<file path="config.mk">
export PLATFORM = sky130hd
export DESIGN_NAME = clip_rect_stack
export DESIGN_NICKNAME = d
export VERILOG_FILES = /design/src/hdl/crs_pkg.sv /design/src/hdl/crs_isect.sv /design/src/hdl/clip_rect_stack.sv
export SDC_FILE = /design/constraint.sdc
export NUM_CORES = 2
export LEC_CHECK = 0
export BUFFER_PORTS_ARGS = -buffer_cell sky130_fd_sc_hd__buf_2
export CAP_MARGIN = 10
export CORE_MARGIN = 1.5
export CORE_UTILIZATION = 35
export CTS_CLUSTER_DIAMETER = 50
export DETAILED_ROUTE_END_ITERATION = 10
export PLACE_DENSITY = 0.62
export REMOVE_ABC_BUFFERS = 1
export SLEW_MARGIN = 15
export SYNTH_ARGS = -nofsm -noshare
export SYNTH_HDL_FRONTEND = slang
export SYNTH_SLANG_ARGS = --single-unit
</file>
<file path="constraint.sdc">
create_clock -name clk -period 11.19 [get_ports clk]
set_input_delay 2.7975 -clock clk [delete_from_list [all_inputs] [get_ports clk]]
set_output_delay 2.7975 -clock clk [all_outputs]
set_load 0.005 [all_outputs]
</file>
<file path="src/hdl/crs_pkg.sv">
// crs_pkg: shared types and constants of the clip rectangle stack.
// Used by crs_isect and clip_rect_stack; depends on nothing.
`default_nettype none

package crs_pkg;

    localparam int STACK_DEPTH   = 32;
    localparam int SCREEN_WIDTH  = 480;
    localparam int SCREEN_HEIGHT = 272;

    localparam int ADDR_W  = $clog2(STACK_DEPTH);
    localparam int DEPTH_W = 6;
    localparam int POS_W   = 15;
    localparam int SIZE_W  = 9;
    localparam int IN_W    = 16;
    localparam int CALC_W  = 18;

    typedef struct packed {
        logic [POS_W-1:0]  x;
        logic [POS_W-1:0]  y;
        logic [SIZE_W-1:0] w;
        logic [SIZE_W-1:0] h;
    } rect_t;

    localparam rect_t RESET_RECT = '{
        x: '0,
        y: '0,
        w: SIZE_W'(SCREEN_WIDTH),
        h: SIZE_W'(SCREEN_HEIGHT)
    };

    localparam logic [DEPTH_W-1:0] DEPTH_FULL = DEPTH_W'(STACK_DEPTH);

    typedef enum logic [1:0] {
        MODE_PUSH  = 2'd0,
        MODE_POP   = 2'd1,
        MODE_RESET = 2'd2,
        MODE_QUERY = 2'd3
    } mode_t;

    typedef enum logic [1:0] {
        STAT_OK    = 2'd0,
        STAT_FULL  = 2'd1,
        STAT_EMPTY = 2'd2
    } status_t;

endpackage

`default_nettype wire

</file>
<file path="src/hdl/crs_isect.sv">
// crs_isect: intersection of the current clip with a pushed rectangle.
// Depends on crs_pkg (rect_t and widths).
`default_nettype none

module crs_isect
    import crs_pkg::*;
(
    input  rect_t                   cur,
    input  logic signed [IN_W-1:0]  rect_x,
    input  logic signed [IN_W-1:0]  rect_y,
    input  logic signed [IN_W-1:0]  rect_w,
    input  logic signed [IN_W-1:0]  rect_h,
    output rect_t                   nxt
);

    logic signed [CALC_W-1:0] px, py, pw, ph;
    logic signed [CALC_W-1:0] cx, cy, cx2, cy2;
    logic signed [CALC_W-1:0] px2, py2;
    logic signed [CALC_W-1:0] nx, ny, ex, ey;
    logic signed [CALC_W-1:0] dw, dh;

    always_comb
    begin
        px  = CALC_W'(rect_x);
        py  = CALC_W'(rect_y);
        pw  = CALC_W'(rect_w);
        ph  = CALC_W'(rect_h);
        cx  = signed'({{(CALC_W-POS_W){1'b0}}, cur.x});
        cy  = signed'({{(CALC_W-POS_W){1'b0}}, cur.y});
        cx2 = cx + signed'({{(CALC_W-SIZE_W){1'b0}}, cur.w});
        cy2 = cy + signed'({{(CALC_W-SIZE_W){1'b0}}, cur.h});
        px2 = px + pw;
        py2 = py + ph;

        // origin takes the larger corner, far edge the smaller one
        nx = (px > cx) ? px : cx;
        ny = (py > cy) ? py : cy;
        ex = (px2 < cx2) ? px2 : cx2;
        ey = (py2 < cy2) ? py2 : cy2;
        dw = ex - nx;
        dh = ey - ny;

        nxt.x = nx[POS_W-1:0];
        nxt.y = ny[POS_W-1:0];
        nxt.w = (dw > 0) ? dw[SIZE_W-1:0] : '0;
        nxt.h = (dh > 0) ? dh[SIZE_W-1:0] : '0;
    end

endmodule

`default_nettype wire

</file>
<file path="src/hdl/clip_rect_stack.sv">
// clip_rect_stack: current clip rectangle plus a stack of saved rectangles.
// Push, reset and query beats go straight into the result register; a pop on a
// non-empty stack first passes through S_POP_LOAD for the synchronous stack read.
// Throughput: one beat per cycle while the result slot is free, except a pop on a
// non-empty stack, which holds the input while the block is in S_POP_LOAD.
// Reset (rst_n low, asynchronous): empty stack, full-screen clip, no result pending.
`default_nettype none

module clip_rect_stack
    import crs_pkg::*;
(
    input  wire                     clk,
    input  wire                     rst_n,

    input  wire                     cmd_valid,
    output logic                    cmd_stall,
    input  wire [1:0]               mode,
    input  wire signed [IN_W-1:0]   rect_x,
    input  wire signed [IN_W-1:0]   rect_y,
    input  wire signed [IN_W-1:0]   rect_w,
    input  wire signed [IN_W-1:0]   rect_h,

    output logic                    res_valid,
    input  wire                     res_stall,
    output logic [POS_W-1:0]        clip_x,
    output logic [POS_W-1:0]        clip_y,
    output logic [SIZE_W-1:0]       clip_w,
    output logic [SIZE_W-1:0]       clip_h,
    output logic [DEPTH_W-1:0]      stack_depth,
    output logic [1:0]              status
);

    // IDLE takes command beats; POP_LOAD waits for the stack read data.
    typedef enum logic {
        S_IDLE,
        S_POP_LOAD
    } state_t;

    state_t               state_reg, state_next;
    rect_t                cur_reg, cur_next;
    logic [DEPTH_W-1:0]   depth_reg, depth_next;
    logic                 res_valid_reg, res_valid_next;
    rect_t                res_rect_reg, res_rect_next;
    logic [DEPTH_W-1:0]   res_depth_reg, res_depth_next;
    status_t              res_status_reg, res_status_next;

    // Saved rectangles: one write port, one registered read port.
    rect_t                stack_mem [STACK_DEPTH];
    rect_t                rd_data_reg;
    logic                 wr_en;
    logic [ADDR_W-1:0]    wr_addr;
    logic [ADDR_W-1:0]    rd_addr;
    logic [DEPTH_W-1:0]   depth_dec;

    logic                 accept;
    logic                 out_free;
    mode_t                cmd_mode;
    rect_t                isect_rect;

    crs_isect u_isect (
        .cur    (cur_reg),
        .rect_x (rect_x),
        .rect_y (rect_y),
        .rect_w (rect_w),
        .rect_h (rect_h),
        .nxt    (isect_rect)
    );

    // The result slot frees up when empty or when its beat is taken this cycle.
    assign out_free  = !res_valid_reg || !res_stall;
    assign cmd_stall = (state_reg != S_IDLE) || !out_free;
    assign accept    = cmd_valid && !cmd_stall;
    assign cmd_mode  = mode_t'(mode);

    // Push writes the current rectangle at the depth index; pop reads one below it.
    assign depth_dec = depth_reg - DEPTH_W'(1);
    assign wr_addr   = depth_reg[ADDR_W-1:0];
    assign rd_addr   = depth_dec[ADDR_W-1:0];
    assign wr_en     = accept && (cmd_mode == MODE_PUSH) && (depth_reg < DEPTH_FULL);

    always_ff @(posedge clk)
    begin
        if (wr_en)
        begin
            stack_mem[wr_addr] <= cur_reg;
        end
        rd_data_reg <= stack_mem[rd_addr];
    end

    always_comb
    begin
        state_next      = state_reg;
        cur_next        = cur_reg;
        depth_next      = depth_reg;
        res_valid_next  = res_valid_reg && res_stall;
        res_rect_next   = res_rect_reg;
        res_depth_next  = res_depth_reg;
        res_status_next = res_status_reg;

        unique case (state_reg)
            S_IDLE:
            begin
                if (accept)
                begin
                    res_valid_next  = 1'b1;
                    res_status_next = STAT_OK;
                    unique case (cmd_mode)
                        MODE_PUSH:
                        begin
                            // narrow even when the save is dropped on a full stack
                            cur_next = isect_rect;
                            if (depth_reg < DEPTH_FULL)
                            begin
                                depth_next = depth_reg + DEPTH_W'(1);
                            end
                            else
                            begin
                                res_status_next = STAT_FULL;
                            end
                        end
                        MODE_POP:
                        begin
                            if (depth_reg != '0)
                            begin
                                // hold the result until the stack read returns
                                depth_next     = depth_dec;
                                res_valid_next = 1'b0;
                                state_next     = S_POP_LOAD;
                            end
                            else
                            begin
                                res_status_next = STAT_EMPTY;
                            end
                        end
                        MODE_RESET:
                        begin
                            cur_next   = RESET_RECT;
                            depth_next = '0;
                        end
                        MODE_QUERY:
                        begin
                        end
                    endcase
                    res_rect_next  = cur_next;
                    res_depth_next = depth_next;
                end
            end
            S_POP_LOAD:
            begin
                // restore the top entry; the result slot was freed when the pop was taken
                cur_next        = rd_data_reg;
                res_valid_next  = 1'b1;
                res_rect_next   = rd_data_reg;
                res_depth_next  = depth_reg;
                res_status_next = STAT_OK;
                state_next      = S_IDLE;
            end
        endcase
    end

    always_ff @(posedge clk or negedge rst_n)
    begin
        if (!rst_n)
        begin
            state_reg      <= S_IDLE;
            cur_reg        <= RESET_RECT;
            depth_reg      <= '0;
            res_valid_reg  <= 1'b0;
            res_rect_reg   <= RESET_RECT;
            res_depth_reg  <= '0;
            res_status_reg <= STAT_OK;
        end
        else
        begin
            state_reg      <= state_next;
            cur_reg        <= cur_next;
            depth_reg      <= depth_next;
            res_valid_reg  <= res_valid_next;
            res_rect_reg   <= res_rect_next;
            res_depth_reg  <= res_depth_next;
            res_status_reg <= res_status_next;
        end
    end

    assign res_valid   = res_valid_reg;
    assign clip_x      = res_rect_reg.x;
    assign clip_y      = res_rect_reg.y;
    assign clip_w      = res_rect_reg.w;
    assign clip_h      = res_rect_reg.h;
    assign stack_depth = res_depth_reg;
    assign status      = res_status_reg;

endmodule

`default_nettype wire

</file>
==> summary.log <==
[placement] I/O Buffers 127
[setup_path] required time of the critical path 11870 ps
[floorplan] FP Rows 161
[power_and_ir_drop] Sw Share 0.338
[setup_path] path type of the worst setup path input pin to flop
[sta] Max-Slew Margin vs Limit 0.206
[sta] worst hold slack 533 ps
[final_layout] commonest cells after routing, fill and taps aside sky130_fd_sc_hd__edfxtp_1, sky130_fd_sc_hd__mux4_2, sky130_fd_sc_hd__clkbuf_16, sky130_fd_sc_hd__ha_1, sky130_fd_sc_hd__buf_2
[sta] Worst Skew 40.1 ps
[final_layout] most frequent standard cell in the layout excluding fill and tap cells sky130_fd_sc_hd__edfxtp_1
[clock_network] TritonCTS clock tree built
[clock_network] clock input transition at the sequential cells of the worst setup and hold paths 60 ps
[sta] setup violators final 0
[power_and_ir_drop] portion of total power attributed to combinational logic 0.399
[drt] number of iterations in the first detailed-routing pass 7
[clock_network] CTS root buffer sky130_fd_sc_hd__clkbuf_16
[placement] total half-perimeter wirelength after legalization and detailed placement 91300 um
[sta] setup tns final 0 ps
[drt] first-iteration detailed-routing DRC count 3679
[floorplan] Starting Density 0.351
[power_and_ir_drop] Net Sw Power 7.69 mW
[worst_hold_path] type of the worst min-delay path flop to flop
[sta] maximum achievable frequency 105 MHz
[yosys] flip-flop and latch count after synthesis 1648
[clock_network] Setup Fix Bufs, Post-CTS 0
[grt] largest net degree at the start of global routing 164
[drt] number of antenna-violating nets in the routed design 0
[power_and_ir_drop] clock network power share 0.246
[power_and_ir_drop] worst vdd rail ir drop 0.000422 V
[setup_path] critical path arrival 10230 ps
[setup_path] Setup crit end kind flop
[final_layout] Filler Cells Inserted 17000
[clock_network] maximum level of the CTS H-tree 4
[sta] measured slew at the worst slew-check pin 1190 ps
[clock_network] number of resized instances in the post-cts repair step 0
[drt] DRC 0
[clock_network] buffer levels on the longest clock path 3
[final_layout] post-synthesis to final-layout area growth 14.6%
[yosys] Mapped Area 0.0675 mm2
[run] reported max-cap violation count 0
[sta] number of hold violations in the final report 0
[grt] total overflow reported by the global router 0
[power_and_ir_drop] Internal Power 15.1 mW
[placement] GP Congestion 0.846
[power_and_ir_drop] Leakage Power 25.3 nW
[yosys] number of instances in the synthesized netlist 3262
[clock_network] Hold Buf Count CTS 0
[setup_path] Critical Path Source Type input pin
[floorplan] area of the die 0.196 mm2
[drt] overall via count from detail_route 33400
[drt] number of vias per cell 5.39
[yosys] Main synth FF type sky130_fd_sc_hd__edfxtp_1
[yosys] warnings from Yosys 0
[run_status] result of the run finished clean
[setup_path] Slowest cell on crit path sky130_fd_sc_hd__o22ai_1
[power_and_ir_drop] Power per Cell Area 294 mW/mm2
[final_layout] Sequential Area 0.0487 mm2
[final_layout] proportion of layout cells with a drive suffix above 1 0.294
[final_layout] footprint of the multi-input gates 0.0183 mm2
[grt] global routing usage summed across all routing layers 0.173
[floorplan] IO Count 128
[yosys] post-synthesis area per instance 20.7 um2
[yosys] Synth cell types 77
[sta] unrepaired setup endpoints after global routing no
[yosys] fraction of registers with async set or reset after synthesis 0.0388
[drt] post-DR wirelength/cell 27.4 um
[setup_path] highest cell delay on the worst timing path 630 ps
[setup_path] critical-path maximum fanout 22
[clock_network] clock insertion delay at the later pin of the skew report 810 ps
[power_and_ir_drop] part of the total power dissipated in sequential elements 0.355
[sta] Period minus WS final 9550 ps
[yosys] Seq/Total Area, Yosys 0.721
[grt] via count of the first global-routing pass 34400
[clock_network] Clock Sink Count 1648
[floorplan] floorplan die height 442 um
[grt] number of antenna violations at the first check in global routing 2
[sta] final number of max-transition violations 0
[power_and_ir_drop] total chip power 22.8 mW
[grt] wire length of the first global-routing pass 245000 um
[final_layout] Layout Nets 3746
[final_layout] max reg flops 1536
[sta] fraction of the cycle the final worst path needs 0.854
[clock_network] clock buffers created by TritonCTS 175
[floorplan] core footprint 0.192 mm2
[drt] sum of routed wire length over all layers 170000 um
[yosys] EDFF count, synth 1536
[floorplan] Die Span X 442 um
-- per-stage QoR --
step / util / std cells / setup slack, ps / cell area (um2)
finish: 0.403 / 6197 / 1640 / 77400
CTS: 0.403 / 6195 / 1720 / 77400
global route: 0.403 / 6195 / 928 / 77400
floorplan: - / 3121 / -15060 / 66900
global placement: 0.373 / 5868 / 971 / 71800
detailed placement: 0.373 / 5868 / 902 / 71800
-- logic make-up (layout without fill, tap and decap cells) --
kind of cell	Yosys count	after routing	share of synthesized area
and+or+nand+nor	328	328	0.0238
buffers and inverters	200	604	0.0126
other	1	6	0.0000555
adders and majority gates	158	158	0.0299
xor gates and xnor gates	67	67	0.00869
AOI/OAI and AO/OA	295	295	0.0305
DFF	1648	1648	0.721
muxes	565	565	0.174
-- cell type report --
class | count | share of cell area
clock buffer | 231 | 0.0617
clock inverter | 96 | 0.0109
multi-input combinational | 1417 | 0.236
timing repair buffer | 221 | 0.0180
antenna | 2 | 0.0000647
tap | 2526 | 0.0408
inverter | 56 | 0.00272
sequential | 1648 | 0.629
-- critical path, delay by kind of cell --
kind | cells | cell delay (ps)
xor+xnor | 1 | 230
buf+inv | 3 | 690
compound gates | 20 | 4290
simple gates | 6 | 660
fa+ha+maj | 5 | 1550
-- Yosys cell counts (8+ instances only) --
| cell | n | area [um2] |
|---|---|---|
| sky130_fd_sc_hd__o22ai_1 | 8 | 50.1 |
| sky130_fd_sc_hd__dfrtp_1 | 58 | 1450 |
| sky130_fd_sc_hd__nor2_1 | 84 | 315 |
| sky130_fd_sc_hd__dfxtp_1 | 48 | 961 |
| sky130_fd_sc_hd__xnor2_1 | 50 | 438 |
| sky130_fd_sc_hd__o21ai_0 | 63 | 315 |
| sky130_fd_sc_hd__mux2_2 | 51 | 574 |
| sky130_fd_sc_hd__nand4_1 | 10 | 62.6 |
| sky130_fd_sc_hd__clkbuf_1 | 80 | 300 |
| sky130_fd_sc_hd__buf_2 | 53 | 265 |
| sky130_fd_sc_hd__xor2_1 | 17 | 149 |
| sky130_fd_sc_hd__o21a_1 | 18 | 135 |
| sky130_fd_sc_hd__ha_1 | 151 | 1890 |
| sky130_fd_sc_hd__nor3_1 | 27 | 135 |
| sky130_fd_sc_hd__or3_1 | 8 | 50.1 |
| sky130_fd_sc_hd__and2_1 | 33 | 206 |
| sky130_fd_sc_hd__edfxtp_1 | 1536 | 46100 |
| sky130_fd_sc_hd__inv_1 | 55 | 206 |
| sky130_fd_sc_hd__nand2b_1 | 15 | 93.8 |
| sky130_fd_sc_hd__mux2i_1 | 34 | 340 |
| sky130_fd_sc_hd__a21oi_1 | 68 | 340 |
| sky130_fd_sc_hd__nand3_1 | 26 | 130 |
| sky130_fd_sc_hd__o21bai_1 | 10 | 75.1 |
| sky130_fd_sc_hd__nor2b_1 | 19 | 119 |
| sky130_fd_sc_hd__a21o_1 | 25 | 188 |
| sky130_fd_sc_hd__a221o_1 | 37 | 370 |
| sky130_fd_sc_hd__nand2_1 | 80 | 300 |
| sky130_fd_sc_hd__mux4_2 | 480 | 10800 |
-- routing by layer --
metal  vias up  routed length [um]  global-route usage
li1      14100                   -                   -
met1     17900               71000               0.234
met2      1111               84600               0.287
met3       238                9920              0.0259
met4         0                4490              0.0532
met5         -                   0                   0
-- path summary, 6_finish.rpt --
kind / cells after the start / slack (ps) / start / end
max: 35 / 1640 / rect_y[0] / clip_h[3]$_DFFE_PN0P_
min: 2 / 530 / rd_data_reg[10]$_DFF_P_ / clip_w[1]$_DFFE_PN0P_
max reg2reg: 34 / 3180 / clip_h[0]$_DFFE_PN0P_ / clip_h[3]$_DFFE_PN0P_
min reg2reg: 2 / 530 / rd_data_reg[10]$_DFF_P_ / clip_w[1]$_DFFE_PN0P_
max in group asynchronous: 2 / 8140 / rst_n / depth_reg[0]$_DFFE_PN0P_
min in group asynchronous: 1 / 1870 / rst_n / clip_y[8]$_DFFE_PN0P_
-- power by group through the flow --
stage	sequential, mW	clock [mW]	combinational (mW)
floorplan	8.54	0	7.24
global placement	8.21	0	9.11
detailed placement	8.22	0	9.18
CTS	8.10	5.71	9.22
global route	8.12	5.94	9.76
finish	8.09	5.59	9.08
(Power assumes the default switching activity.)
